## config.mk

```make
export PLATFORM = sky130hd
export DESIGN_NAME = cde_div
export DESIGN_NICKNAME = d
export VERILOG_FILES = /design/src/rtl/cde_pkg.sv /design/src/rtl/cde_div.sv
export SDC_FILE = /design/constraint.sdc
export NUM_CORES = 1
export LEC_CHECK = 0
export BUFFER_PORTS_ARGS = -buffer_cell sky130_fd_sc_hd__buf_2
export CAP_MARGIN = 20
export CORE_UTILIZATION = 40
export DETAILED_ROUTE_END_ITERATION = 10
export PLACE_DENSITY = 0.66
export SLEW_MARGIN = 20
export SYNTH_ARGS = -nofsm -noshare
export SYNTH_HDL_FRONTEND = slang
export SYNTH_SLANG_ARGS = --single-unit
export TNS_END_PERCENT = 1
```

## constraint.sdc

```tcl
create_clock -name i_clk -period 5.68 [get_ports i_clk]
set_input_delay 1.42 -clock i_clk [delete_from_list [all_inputs] [get_ports i_clk]]
set_output_delay 1.42 -clock i_clk [all_outputs]
set_load 0.01 [all_outputs]
```

## src/rtl/cde_pkg.sv

```systemverilog
// Package for the complex density entropy unit: widths, constants, control structs.
// No dependencies.
package cde_pkg;
    localparam int MAX_CELLS   = 4096;
    localparam int SAMPLE_BITS = 16;
    localparam int ADDR_W      = $clog2(MAX_CELLS);
    localparam int CNT_W       = $clog2(MAX_CELLS + 1);
    localparam int MAG_W       = 2 * SAMPLE_BITS;
    localparam int TOT_W       = 44;
    localparam int ACC_W       = 48;
    localparam int LOG_STEPS   = 30;
    localparam logic [31:0] LN2_Q32 = 32'hB17217F8;
    localparam logic [ACC_W-1:0] ACC_MAX = {ACC_W{1'b1}};

    typedef struct packed {
        logic        start;
        logic [31:0] share;
    } t_term_req;

    typedef struct packed {
        logic        done;
        logic [47:0] term;
    } t_term_rsp;
endpackage

```

## src/rtl/cde_div.sv

```systemverilog
// Restoring divider: floor(mag * 2^32 / total), one quotient bit per cycle.
// Depends on cde_pkg.
module cde_div (
    input  logic                     i_clk,
    input  logic                     i_rst_n,
    input  logic                     i_start,
    input  logic [cde_pkg::MAG_W-1:0] i_mag,
    input  logic [cde_pkg::TOT_W-1:0] i_total,
    output logic                     o_done,
    output logic [31:0]              o_share
);
    import cde_pkg::*;

    logic             r_busy;
    logic [5:0]       r_n;
    logic [TOT_W:0]   r_rem;
    logic [31:0]      r_q;
    logic [TOT_W-1:0] r_d;
    logic             r_done;
    logic [TOT_W:0]   sh;

    assign sh = {r_rem[TOT_W-1:0], 1'b0};

    always_ff @(posedge i_clk) begin
        if (!i_rst_n) begin
            r_busy <= 1'b0;
            r_done <= 1'b0;
        end else begin
            r_done <= 1'b0;
            if (i_start) begin
                r_busy <= 1'b1;
                r_rem  <= {{(TOT_W + 1 - MAG_W){1'b0}}, i_mag};
                r_d    <= i_total;
                r_n    <= '0;
            end else if (r_busy) begin
                if (sh >= {1'b0, r_d}) begin
                    r_rem <= sh - {1'b0, r_d}; r_q <= {r_q[30:0], 1'b1};
                end else begin
                    r_rem <= sh; r_q <= {r_q[30:0], 1'b0};
                end
                r_n <= r_n + 6'd1;
                if (r_n == 6'd31) begin
                    r_busy <= 1'b0; r_done <= 1'b1;
                end
            end
        end
    end

    assign o_done  = r_done;
    assign o_share = r_q;
endmodule

```

After elaboration in Yosys (flattened, before gate mapping)
Cells that the tools add are included.
Widths: inputs -> output; s select.

cells by class
  $add $sub $neg = 2
  order comparisons = 1
  eq/ne operators = 1
  mux-type cells = 9
  bitwise gates (word level) = 3
  reduce and logical (&&, ||, !) cells = 5

operators with widths
  operator             number
  $mux 44              2
  $ge 45x44->1         1
  $sub 44x44->44       1
  $mux 32              1
  $add 6x1->6 const B  1
  $eq 6x5->1 const B   1
  $mux 6               1
  $mux 1               5
  $reduce_and 2->1     2
  $not 1->1            3
  $reduce_and 3->1     1
  $reduce_or 3->1      1
  $reduce_bool 2->1    1

storage, ports and cells
  flip-flop bits (word level) = 128
  bits of input ports = 79
  output and inout port bits = 33
  word-level logic and storage cells = 28

Logic depth before layout (Yosys ltp)
  depth after elaboration = 4
  gate-level depth with buffers = 15
  gate-level depth less buffers = 13

Least setup slack after synthesis
OpenSTA, ideal clock, no wires.

  path type = in2reg
  from = input port i_start
  to = register r_n[0] (enable)
  library setup time = 0.412 ns
  data arrival time = 2.876 ns
  data required time = 5.268 ns
  setup slack = 2.392 ns
  stages on the path = 2
  path buffers = 1
  path through = clkbuf_1 -> o21a_1

on the way
  cells in the longest elaborated chain, start to end = 2

ends and longest elaborated chain
  what                                RTL line       source
  start: declaration                  cde_div.sv:6   input logic i_start,
  $reduce_bool 2->1 (no source line)  n/a
  $reduce_and 2->1 (no source line)   n/a
  end signal: assignment              cde_div.sv:41  r_n <= r_n + 6'd1;
  end: declaration                    cde_div.sv:15  logic [5:0] r_n;

No other way between the ends.
A chain may end at the register's enable or synchronous reset.

Final worst setup path
  from = register r_rem[15]
  to = register r_rem[16], data pin

on the way
  cells in the longest elaborated chain, start to end = 4
  elaborated cells between the ends (all ways) = 5
  those cells by class = 1 x add/sub; 1 x order compare; 3 x mux

ends and longest elaborated chain
  what                                            RTL line                      source
  start: declaration                              cde_div.sv:16                 logic [TOT_W:0] r_rem;
  start signal: assignment                        cde_div.sv:32                 r_rem <= {{(TOT_W + 1 - MAG_W){1'b0}}, i_mag};
  start signal: assignment                        cde_div.sv:37                 r_rem <= sh - {1'b0, r_d}; r_q <= {r_q[30:0], 1'b1};
  start signal: assignment                        cde_div.sv:39                 r_rem <= sh; r_q <= {r_q[30:0], 1'b0};
  $sub 44x44->44 or $ge 45x44->1 (tied branches)  cde_div.sv:37, cde_div.sv:36
  $mux 44 (*)                                     cde_div.sv:36                 if (sh >= {1'b0, r_d}) begin
  $mux 44 (*)                                     cde_div.sv:35                 end else if (r_busy) begin
  $mux 32 (*)                                     cde_div.sv:30                 if (i_start) begin

Mark *: on every way between the ends. The rest lies on a longest branch, timed or not. The select of a mux whose other input is x is not followed.

==> key figures <==
Synth
  • Synth cell types: 64
  • Sequential fraction of the synthesis area: 50.9%
  • Synthesis-stage register bit count: 128
  • Top cell type's share of synthesized area: 50.3%
  • Most used DFF post-synth: edfxtp_1
  • Synth Area per Inst: 11.0 um2
  • Synth top cells by count: 126 x edfxtp_1, 75 x a21oi_1, 62 x nor2_1, 59 x inv_1, 45 x ha_1
  • Count leader, synth: edfxtp_1
  • Number of synthesized flops with an enable pin: 126
  • Cell area after synthesis: 7520 um2
  • Synth area leader: edfxtp_1
  • Ys async rst share: 0%
  • Cells after Synth: 686
  • Synth warnings: 0
  • Syn_nets: 811
  • Largest cells by area after synthesis: edfxtp_1 50%, ha_1 7.5%, mux2i_1 5.1%

GRT
  • Initial antenna violation count: 0
  • Largest net degree at the start of global routing: 60
  • Total congestion overflow: 0
  • First-pass GRT wire length: 27500 um
  • Vias in the first global route: 5485
  • GRT Resource Usage Total: 18.1%

Timing
  • Clock skew: 0.00715 ns
  • RSZ-0062 raised after global routing: false
  • Period utilization: 61.9%
  • Final hold violations: 0
  • Max_slew headroom: 35.2%
  • Final WS setup: 2.17 ns
  • F_max: 0.285 GHz
  • Total negative setup slack: 0 ns
  • Worst-Margin Slew: 0.971 ns
  • Post-layout minimum cycle time: 3.51 ns
  • Final count of negative-setup-slack endpoints: 0
  • Final Max Tran Viols: 0

Route
  • WL/cell: 16.1 um
  • Total number of vias: 5513
  • Post-route DRC: 8
  • Vias per std cell: 5.33
  • Final WL: 16700 um
  • Antenna-violating nets left: 0
  • First drt pass iteration count: 8
  • 1st-iter DRT viols: 310

Worst setup path
  • CP Class: register to register
  • Top fanout value on the critical path: 46
  • Startpoint types: register
  • CP Capture Type: register
  • Arr. time, crit path: 3.65 ns
  • Req. time, crit path: 5.82 ns

Clock network
  • CTS root buffer: clkbuf_16
  • Post-CTS Setup Bufs: 0
  • Clock Path Buffers: 2
  • Post-CTS sizing: 0
  • CTS buffer count: 17
  • CTS Sinks: 128
  • Worst-skew pair later-pin latency: 0.43 ns
  • CTS tree: yes
  • H-tree lvl count: 4
  • Hold-fix buffers, CTS: 0
  • Clk slew on worst S/H paths: 0.06 ns

Status
  • Status: finished with violations
  • Failing checks: design-rule violations

Power and ir drop
  • Overall Power: 0.00294 W
  • Peak VDD IR: 213 uV
  • Power Density: 334 nW/um2
  • Lkg Pwr: 3.71 nW

Placed design
  • Place WS: 2.10 ns
  • Dpl hpwl: 11700 um
  • RePlAce Congestion: 0.917
  • Dpl cells: 1003
  • Port bufs: 111

Min path
  • Hold crit path type: register to register

Floorplan
  • FP Rows: 49
  • Initial core utilization: 41.3%
  • Overall die height: 139 um
  • Die area: 19300 um2
  • Top Ports: 112
  • Core area: 18200 um2
  • Die Wd: 139 um

Layout
  • Share of layout cells above drive strength 1: 20.1%
  • Non-Filler Instances: 1034
  • # diodes: 0
  • NumNets Final: 918
  • Layout fillers: 1682
  • Area delta synth->final: 16.9%

Flow run
  • Max Cap Viol: 0
==> final timing paths <==
kind | cells past startpoint | to | slack, ns | from
max | 11 | r_rem[16]$_DFFE_PP_ | 2.17 | r_rem[15]$_DFFE_PP_
max reg2reg | 11 | r_rem[16]$_DFFE_PP_ | 2.17 | r_rem[15]$_DFFE_PP_
min reg2reg | 0 | o_share[5]$_DFFE_PP_ | 0.44 | o_share[4]$_DFFE_PP_
min | 0 | o_share[5]$_DFFE_PP_ | 0.44 | o_share[4]$_DFFE_PP_
==> metal layers <==
metal  global-route usage [%]  up-vias  wire, um
met4                     5.32        0       208
met3                     4.01       18       784
met2                     28.7      151      7630
li1                         -     2747         -
met5                        0        -         0
met1                     24.8     2597      8080
==> critical path, stage by stage (launching register included) <==
cell,delay [ns]
edfxtp_1,0.41
ha_1,0.45
nand4_2,0.19
nor4_1,0.30
o21ai_1,0.17
a41oi_2,0.32
a31oi_2,0.18
o31ai_4,0.30
a21oi_4,0.16
inv_8,0.35
mux2i_1,0.28
a21oi_1,0.09
==> state kept, by name, summed over array words and instances, names as in the netlist <==
| register | count |
|---|---|
| r_n | 6 |
| r_rem | 44 |
| o_share | 32 |
| o_done | 1 |
| r_d | 44 |
| r_busy | 1 |
==> stage by stage <==
stage	area (um2)	hold WS, ns	util (%)
floorplan	7520	0.453	-
global placement	8220	0.424	45.2
detailed placement	8220	0.430	45.2
CTS	8790	0.442	48.3
global route	8790	0.452	48.3
finish	8790	0.440	48.3
==> layout by cell type, fill, tap and decap left out, types with 2 or more instances in the layout <==
cell type   count
a211o_1         5
a211oi_1        7
a211oi_2        2
a21bo_2         2
a21o_1         18
a21oi_1        75
a31o_2          2
a31oi_1         7
and2_1          5
and3_1          3
buf_2         111
buf_4           2
bufinv_16       2
clkbuf_16      17
clkinv_1        2
clkinvlp_4      4
dfxtp_1         2
edfxtp_1      126
ha_1           45
inv_1          58
inv_6           4
mux2i_1        38
nand2_1        35
nand3_1        15
nand4_1        10
nor2_1         62
nor2b_1         5
nor3_1          4
nor4_1          2
o211ai_1        3
o21a_1          9
o21ai_0        31
o21ai_1         3
o21bai_1       10
o22ai_1         2
o31ai_1         3
or3_1           2
xnor2_1        26
xor2_1         15
==> power breakdown <==
part / internal, W / switching (W) / total (W)
combinational: 0.000296 / 0.000413 / 0.000708
clock: 0.000644 / 0.000432 / 0.00108
sequential: 0.00112 / 0.0000297 / 0.00115
==> cells by family (layout without fill, tap and decap cells) <==
group / Yosys count / in the layout / synth area share [%]
fa+ha+maj: 46 / 46 / 7.76
buf+inv: 85 / 204 / 5.16
compound gates: 197 / 197 / 17.1
xor+xnor: 41 / 41 / 4.78
simple gates: 150 / 150 / 9.10
flops: 128 / 128 / 50.9
mux: 39 / 39 / 5.21
==> final cells by class <==
class	instances	area [um2]	area share, %
Clock inverter	13	138	1.57
Sequential cell	128	3820	43.5
Multi-Input combinational cell	473	3310	37.7
Inverter	60	233	2.65
Clock buffer	18	429	4.88
Timing Repair Buffer	113	571	6.49
Tap cell	229	287	3.26
No activity file was read; power rests on OpenSTA's default activity.
